## src/sv/shkd_ram.sv

```systemverilog
// ----------------------------------------------------------------------------
// shkd_ram
// Generic simple dual port RAM, one write port, registered read port.
// ----------------------------------------------------------------------------
module shkd_ram #(
    parameter int WIDTH = 8,
    parameter int DEPTH = 64
) (
    input  logic                     i_clk,
    input  logic                     i_we,
    input  logic [$clog2(DEPTH)-1:0] i_waddr,
    input  logic [WIDTH-1:0]         i_wdata,
    input  logic [$clog2(DEPTH)-1:0] i_raddr,
    output logic [WIDTH-1:0]         o_rdata
);

    logic [WIDTH-1:0] r_mem [DEPTH];
    logic [WIDTH-1:0] r_rdata;

    always_ff @(posedge i_clk) begin
        if (i_we) begin
            r_mem[i_waddr] <= i_wdata;
        end
        r_rdata <= r_mem[i_raddr];
    end

    assign o_rdata = r_rdata;

endmodule

```

## config.mk

```make
export PLATFORM = sky130hd
export DESIGN_NAME = shkd_ram
export DESIGN_NICKNAME = d
export VERILOG_FILES = /design/src/sv/shkd_ram.sv
export SDC_FILE = /design/constraint.sdc
export NUM_CORES = 1
export LEC_CHECK = 0
export BUFFER_PORTS_ARGS = -buffer_cell sky130_fd_sc_hd__buf_2
export CAP_MARGIN = 20
export CORE_ASPECT_RATIO = 1.5
export CORE_MARGIN = 4
export CORE_UTILIZATION = 45
export CTS_CLUSTER_DIAMETER = 80
export DETAILED_ROUTE_END_ITERATION = 12
export PLACE_DENSITY_LB_ADDON = 0.3
export SLEW_MARGIN = 20
export SYNTH_ARGS = -nofsm -noshare
export SYNTH_HDL_FRONTEND = slang
export SYNTH_SLANG_ARGS = --single-unit
export TNS_END_PERCENT = 5
```

## constraint.sdc

```tcl
create_clock -name i_clk -period 4.3 [get_ports i_clk]
set_clock_uncertainty 0.1 [all_clocks]
set_input_delay 0.43 -clock i_clk [delete_from_list [all_inputs] [get_ports i_clk]]
set_output_delay 0.43 -clock i_clk [all_outputs]
set_load 0.005 [all_outputs]
```

==> flow_summary.ini <==
[flow_run]
maxCapViolations = 0

[yosys]
yosysWarnings = 0
synth-simple-area-share_pct = 3.388
ys_ff_latch = 520
synth_area_leader_cell = edfxtp_1
ys.flop_type = edfxtp_1
synth_area_leaders = edfxtp_1 (76%), mux4_2 (14%), nor2_1 (1.5%)
syn_avg_cell_area_um2 = 21.45
synth_top_family_by_area = multiplexers
syn_area_mm2 = 0.02017
synth_compound_area_share_pct = 2.072
syn_inst = 940
synth_edf_count = 512
synth_top_area_share_pct = 76.24
synth_xor_area_share_pct = 0
synth-seq-area-share_pct = 77.03
synth_fa_ha_area_share_pct = 0
ys_types = 40
syn_nets = 962
ys_async_sr_fraction_pct = 0
muxShareOfSynthArea_pct = 15.94

[clock_network]
cts_buffers = 46
clock-root-buffer = clkbuf_16
cts_resized = 0
cts_tree = done
cts_num_sinks = 520
clk_pin_slew_ns = 0.07
hold_buffers = 0
cts-htree-levels = 2
clockBufferDepth = 3
cts_setup_buffers = 0
clock_latency_ns = 0.58

[sta]
max-slew-margin-rel_pct = 27.85
final-max-slew-violation-count = 0
fin_crit_ns = 2.517
fin_ws_ns = 1.783
setup_tns_ns = 0
period_share_pct = 58.53
fin_hold_ws_ns = 0.05175
setup_viol = 0
hold_violations = 0
rsz0062_at_grt = false
max_freq_ghz = 0.3974
worstMarginPinSlew_ns = 1.078

[layout]
register_area_mm2 = 0.01553
fin_util_pct = 50.73
fillers = 3464
drive_above_1_share_pct = 24.88
multi_input_area_mm2 = 0.004318
area_delta_synth_final_pct = 10.94
n_antenna_cell = 0
fin_nets = 1009

[worst_setup_path]
worst-path-max-fanout = 51
path_class = in2reg
worstPathRequired_ns = 4.65
timing.critical_path.arrival_ns = 2.86
critPathLaunchType = input port
endpoint_kind = flop

[route]
route.vias.total = 9359
drt-total-wl_mm = 44.18
routed_via_density = 5.846
drcViolationCount = 0
dr.pass1.iters = 7
wl_per_cell_um = 27.59
drt_iter0_drc = 865
ant_nets = 0

[power_and_ir_drop]
cell_internal_pwr_mw = 7.990
vdd_drop_max_mv = 0.3165
p_seq_share_pct = 55.5
pwr-share-clk_pct = 39.5
combPwrFrac_pct = 5.0
power_mw = 10.12
swShare_pct = 21.07
p_leak_nw = 6.889
cellPowerDensity_mw_per_mm2 = 452.5
power_switching_mw = 2.133

[global_routing]
grt_pass1_vias = 9607
antenna_found_initial = 2
grt_use_total_pct = 18.36
grt_max_degree = 65
grt_pass1_wl_mm = 65.58
grt_overflow_total = 0

[placement]
dp_hpwl_mm = 27.01
preCtsSetupSlack_ns = 1.117
gp_congestion = 0.8296
place.port_buffers = 29

[floorplanning]
dieWidth_um = 180.9
dieArea_mm2 = 0.04834
rows = 94
pin_count = 30
die_h_um = 267.3
core-area_mm2 = 0.04410
start_util_pct = 45.72

[hold_path]
hp-class = in2reg

[outcome]
status = completed
[registers in the layout, summed over array words and instances (netlist names)]
signal,flops
o_rdata,8
r_mem,512
[cells by family (layout without fill, tap and decap cells)]
group / Yosys count / after routing
flops: 520 / 520
mux: 162 / 162
simple gates: 153 / 153
compound gates: 54 / 54
buf+inv: 51 / 136
[final timing paths]
check	startpoint	end	slack, ns	cells after the start
max	i_raddr[0]	o_rdata[3]$_DFF_P_	1.78	6
min	i_wdata[2]	r_mem[0][2]$_DFFE_PP_	0.05	1
max reg2reg	r_mem[48][4]$_DFFE_PP_	o_rdata[4]$_DFF_P_	2.26	4
min reg2reg	r_mem[26][6]$_DFFE_PP_	o_rdata[6]$_DFF_P_	0.72	3
[layout make-up]
type / instances / share of cell area (%)
sequential: 520 / 69.44
multi-input combinational: 369 / 19.30
clock buffer: 61 / 5.442
tap: 576 / 3.221
timing repair buffer: 50 / 1.627
clock inverter: 25 / 0.9731
[cells in the final DEF (no fill, tap or decap), types with 3 or more instances in the layout]
cell type	Yosys	layout
nor2_1	83	82
nand3b_1	3	3
clkinv_1	0	9
o2bb2ai_1	3	3
o2111ai_1	3	3
edfxtp_1	512	512
buf_2	11	22
nor3_1	7	7
a221oi_1	6	6
nor2b_1	14	14
bufinv_16	0	3
buf_4	13	24
mux2_2	13	13
clkbuf_1	17	14
a21oi_1	3	3
clkinv_2	0	7
mux4_2	126	126
a22oi_1	3	3
o221ai_1	8	8
nand2b_1	7	7
mux2i_1	23	23
o22ai_1	8	8
nand2_1	19	19
clkbuf_16	0	46
buf_12	2	3
nand3_1	13	13
a211oi_1	4	4
dfxtp_1	8	8
[critical path, stage by stage]
cell	delay (ns)
clkbuf_8	0.53
buf_12	0.30
mux4_2	0.51
nor2b_1	0.14
a2111oi_0	0.72
o41ai_1	0.14
[metal layers]
metal / wire (um) / vias to the layer above / GRT usage, %
met3: 2671 / 66 / 3.003
met4: 1227 / 4 / 5.521
met2: 23770 / 307 / 33.14
met5: 22 / - / 0
li1: - / 4022 / -
met1: 16490 / 4960 / 22.93
[per-stage QoR]
stage	area (um2)	cells
global route	22370	1601
finish	22370	1601
detailed placement	20930	1515
floorplan	20170	940
global placement	20930	1515
CTS	22370	1601
[cell usage after synthesis (7+ instances only)]
| cell type | number |
|---|---|
| edfxtp_1 | 512 |
| mux4_2 | 126 |
| nor2_1 | 83 |
| mux2i_1 | 23 |
| nand2_1 | 19 |
| clkbuf_1 | 17 |
| nor2b_1 | 14 |
| buf_4 | 13 |
| mux2_2 | 13 |
| nand3_1 | 13 |
| buf_2 | 11 |
| dfxtp_1 | 8 |
| o221ai_1 | 8 |
| o22ai_1 | 8 |
| nand2b_1 | 7 |
| nor3_1 | 7 |
[power groups by stage]
stage	clock, mW	sequential (mW)	combinational (mW)
finish	4.00	5.62	0.504
global route	4.26	5.62	0.542
CTS	4.04	5.62	0.516
detailed placement	0	5.73	0.515
global placement	0	5.73	0.505
floorplan	0	5.73	0.299
No activity file was read; power rests on OpenSTA's default activity.
