File: src/sv/shkd_pkg.sv
// ----------------------------------------------------------------------------
// shkd_pkg
// Shared constants and types for the string key hash directory.
// ----------------------------------------------------------------------------
package shkd_pkg;

    localparam int TABLE_SLOTS_DEF = 64;
    localparam int MAX_NAME_DEF    = 32;

    localparam int HASH_WEIGHT = 29;
    localparam int CHAR_W      = 8;

    localparam int SLOT_OUT_W = 6;
    localparam int ENTRY_W    = 24;

    typedef enum logic [1:0] {
        ST_OK        = 2'd0,
        ST_NOT_FOUND = 2'd1,
        ST_FULL      = 2'd2,
        ST_TOO_LONG  = 2'd3
    } t_status;

endpackage

File: src/sv/shkd_hash.sv
// ----------------------------------------------------------------------------
// shkd_hash
// Hash update (acc + char * 29) mod TABLE_SLOTS, registered; the product
// residues come from a constant table indexed by the key byte.
// ----------------------------------------------------------------------------
module shkd_hash #(
    parameter int TABLE_SLOTS = shkd_pkg::TABLE_SLOTS_DEF
) (
    input  logic                           i_clk,
    input  logic                           i_rst_n,
    input  logic                           i_start,
    input  logic [shkd_pkg::CHAR_W-1:0]    i_char,
    input  logic [$clog2(TABLE_SLOTS)-1:0] i_acc,
    output logic                           o_done,
    output logic [$clog2(TABLE_SLOTS)-1:0] o_acc
);
    import shkd_pkg::*;

    localparam int SW = $clog2(TABLE_SLOTS);

    logic [SW-1:0] w_prod [1 << CHAR_W];
    logic          r_done;
    logic [SW-1:0] r_acc, n_acc;
    logic [SW:0]   w_s;

    for (genvar g = 0; g < (1 << CHAR_W); g++) begin : g_prod
        assign w_prod[g] = SW'((g * HASH_WEIGHT) % TABLE_SLOTS);
    end

    always_comb begin
        w_s = {1'b0, i_acc} + {1'b0, w_prod[i_char]};
        if (w_s >= (SW+1)'(TABLE_SLOTS)) begin
            w_s = w_s - (SW+1)'(TABLE_SLOTS);
        end
        n_acc = r_acc;
        if (i_start) begin
            n_acc = w_s[SW-1:0];
        end
    end

    always_ff @(posedge i_clk) begin
        if (!i_rst_n) begin
            r_done <= 1'b0;
        end else begin
            r_done <= i_start;
        end
        r_acc <= n_acc;
    end

    assign o_done = r_done;
    assign o_acc  = r_acc;

endmodule

File: config.mk
export PLATFORM = sky130hd
export DESIGN_NAME = shkd_hash
export DESIGN_NICKNAME = d
export VERILOG_FILES = /design/src/sv/shkd_pkg.sv /design/src/sv/shkd_hash.sv
export SDC_FILE = /design/constraint.sdc
export NUM_CORES = 1
export LEC_CHECK = 0
export BUFFER_PORTS_ARGS = -buffer_cell sky130_fd_sc_hd__buf_4
export CORE_MARGIN = 4
export CORE_UTILIZATION = 45
export CTS_BUF_LIST = sky130_fd_sc_hd__clkbuf_2 sky130_fd_sc_hd__clkbuf_4 sky130_fd_sc_hd__clkbuf_8
export CTS_CLUSTER_SIZE = 8
export DETAILED_ROUTE_END_ITERATION = 16
export PLACE_DENSITY = 0.82
export SLEW_MARGIN = 20
export SYNTH_ARGS = -nofsm -noshare
export SYNTH_HDL_FRONTEND = slang
export SYNTH_SLANG_ARGS = --single-unit
export TNS_END_PERCENT = 50
File: constraint.sdc
create_clock -name i_clk -period 3.3 [get_ports i_clk]
set_clock_uncertainty 0.15 [all_clocks]
set_input_delay 0.495 -clock i_clk [delete_from_list [all_inputs] [get_ports i_clk]]
set_output_delay 0.495 -clock i_clk [all_outputs]
set_load 0.02 [all_outputs]
==> results.py <==
metrics = {
    "synthesis": {
        "ys_async_sr_fraction": 0,
        "yosysMostFrequentCell": "ha_1",
        "synth_edf_count": 6,
        "synth_flop_cell": "edfxtp_1",
        "synth_area_um2": 723,
        "ys_top_cells_by_count": "ha_1, inv_1, edfxtp_1, nand2_1, xnor2_1",
        "synth.largest_area_cell": "edfxtp_1",
        "syn-num-nets": 105,
        "synth.distinct_cells": 29,
        "ys_seq_area_frac": 0.277,
        "ys_ff_latch": 7,
        "synth.avg_cell_area_um2": 9.64,
        "synth_top_area_share": 0.249,
        "yosys_warnings": 0,
        "synthTopCellsByArea": "edfxtp_1, ha_1, xnor2_1, inv_1, o22ai_1",
        "synth_cells": 75,
    },
    "hold_path": {
        "hold_start": "i_rst_n",
        "hold_path.class": "in -> reg",
    },
    "floorplan": {
        "core_area_um2": 1510,
        "rows": 14,
        "dieWidth_um": 48.1,
        "initial_core_util": 0.480,
        "ioPinCount": 24,
        "fp.dieArea_um2": 2310,
        "die_h_um": 48.1,
    },
    "sta": {
        "relSlewSlack": 0.840,
        "period_minus_slack_ps": 2480,
        "fmax_mhz": 404,
        "tns_ps": 0,
        "grt_setup_unrepaired": "false",
        "maxSlewViolCount": 0,
        "setup_viol": 0,
        "worst_pin_slew_ps": 239,
        "fin_crit_sh": 0.750,
        "finalHoldViolCount": 0,
    },
    "routing": {
        "drt-total-wl_um": 1340,
        "vias": 583,
        "avgRoutedWirePerCell_um": 11.8,
        "via_per_inst": 5.16,
        "first_pass_iters": 2,
        "drtIter0Drc": 6,
        "antenna_left": 0,
        "drc_errors": 0,
    },
    "global_routing": {
        "grt_overflow": 0,
        "grt_antenna_before_repair": 0,
        "grt_max_degree": 12,
        "grt_pass1_vias": 547,
        "grtUsageTotal": 0.127,
        "grt_pass1_wl_um": 2050,
    },
    "critical_path": {
        "path_class": "in -> reg",
        "cp-start-kind": "input pin",
        "cp_cell_sequence": "buf_4 > inv_1 > ha_1 > mux2i_1 > xnor2_1 > ha_1 > o21ai_1 > o21bai_1 > a21oi_1 > xnor2_1 > xnor2_1",
        "crit_start": "i_char[0]",
        "worst_path_max_delay_cell": "ha_1",
        "crit_top_cell": "xnor2_1",
        "arrival_ps": 2320,
        "crit_required_ps": 3140,
        "cp_slowest_stage_delay_ps": 370,
        "cp-end-kind": "flop",
        "cp_max_fo": 10,
    },
    "place": {
        "dp.cells": 109,
        "gp_congestion": 0.864,
        "hpwl_um": 1130,
        "port_buffers": 21,
    },
    "power": {
        "p_leak_uw": 0.000434,
        "p_per_area_nw_per_um2": 380,
        "vdd_drop_max_v": 0.000113,
    },
    "clock_tree": {
        "cts_buffers": 3,
        "ctsHoldBuffers": 0,
        "clk_pin_slew_ps": 50,
        "cts_tree": "done",
        "clockBufferDepth": 2,
        "cts_root_buf": "clkbuf_4",
        "postCtsSetupBuffers": 0,
        "cts_resized": 0,
        "cts_sinks": 7,
        "htreeDepth": 1,
    },
    "cells_and_area": {
        "instances_no_fill": 113,
        "syn2layout_area_growth_pct": 24.9,
        "antenna_cells": 0,
        "fin_nets": 128,
        "seqCellArea_um2": 200,
        "drive_above_1_share": 0.299,
        "multi_input_area_um2": 460,
        "fill_cells": 139,
    },
    "flow_run": {
        "drv_cap": 0,
    },
    "status": {
        "status": "complete, no violations",
    },
}
==> per-stage QoR <==
stage          cell area [µm²]  worst slack (ps)  total power (µW)   util  hold slack (ps)
2_1_floorplan              723               895               215      -              457
6_report                   903               825               343  0.600              311
3_3_place_gp               873               611               258  0.580              557
5_1_grt                    903               656               365  0.600              313
4_1_cts                    903               814               349  0.600              306
3_5_place_dp               873               547               263  0.580              567
==> flip-flops by register name (all words and copies together), names as in the netlist <==
name	count
o_acc	6
o_done	1
==> routing by layer <==
metal | global-route usage | up-vias | wire length, µm
met1 | 0.137 | 253 | 523
met2 | 0.235 | 18 | 702
li1 | - | 312 | -
met5 | 0 | - | 0
met3 | 0.0111 | 0 | 110
met4 | 0.0806 | 0 | 0
==> kinds of logic after synthesis <==
group                      synth area share
DFF                                   0.277
adders and majority gates             0.235
buffers and inverters                0.0865
AOI/OAI and AO/OA                     0.197
muxes                                0.0450
xor gates and xnor gates             0.0848
and+or+nand+nor                      0.0744
==> final cells by class <==
cell class,instances,share of cell area
multi-input combinational,56,0.510
inverter,9,0.0388
tap,16,0.0222
clock buffer,4,0.0332
sequential,7,0.222
timing repair buffer,21,0.175
==> cells in the final DEF, fill, tap and decap left out, drive strengths merged, types with 2 or more instances in the layout <==
cell and count:
o21ai 4, a211oi 3, ha 12, edfxtp 6
xnor2 6, nand2b 2, o22ai 4, buf 21
nor2 2, inv 8, nand2 6, clkbuf 4
a21o 3, a21oi 4
==> worst max-delay path, delay by kind of cell <==
family	cells	cell delay, ps
multiplexers	1	180
adder cells (fa/ha/maj)	2	650
XOR/XNOR	3	390
AO/OA/AOI/OAI	3	330
buffers and inverters	2	260
==> final timing paths <==
| kind | endpoint | slack, ps | cells after the start |
|---|---|---|---|
| min | o_done$_SDFF_PN0_ | 310 | 2 |
| max | o_acc[5]$_DFFE_PP_ | 820 | 11 |
==> where the power goes <==
part | switching (µW) | total [µW] | leakage, µW | internal (µW)
clock network | 29.0 | 83.2 | 0.0000184 | 54.2
logic | 72.0 | 140 | 0.000348 | 67.9
registers | 3.48 | 120 | 0.0000671 | 116
Note: power is estimated with default switching activity, not from simulation.
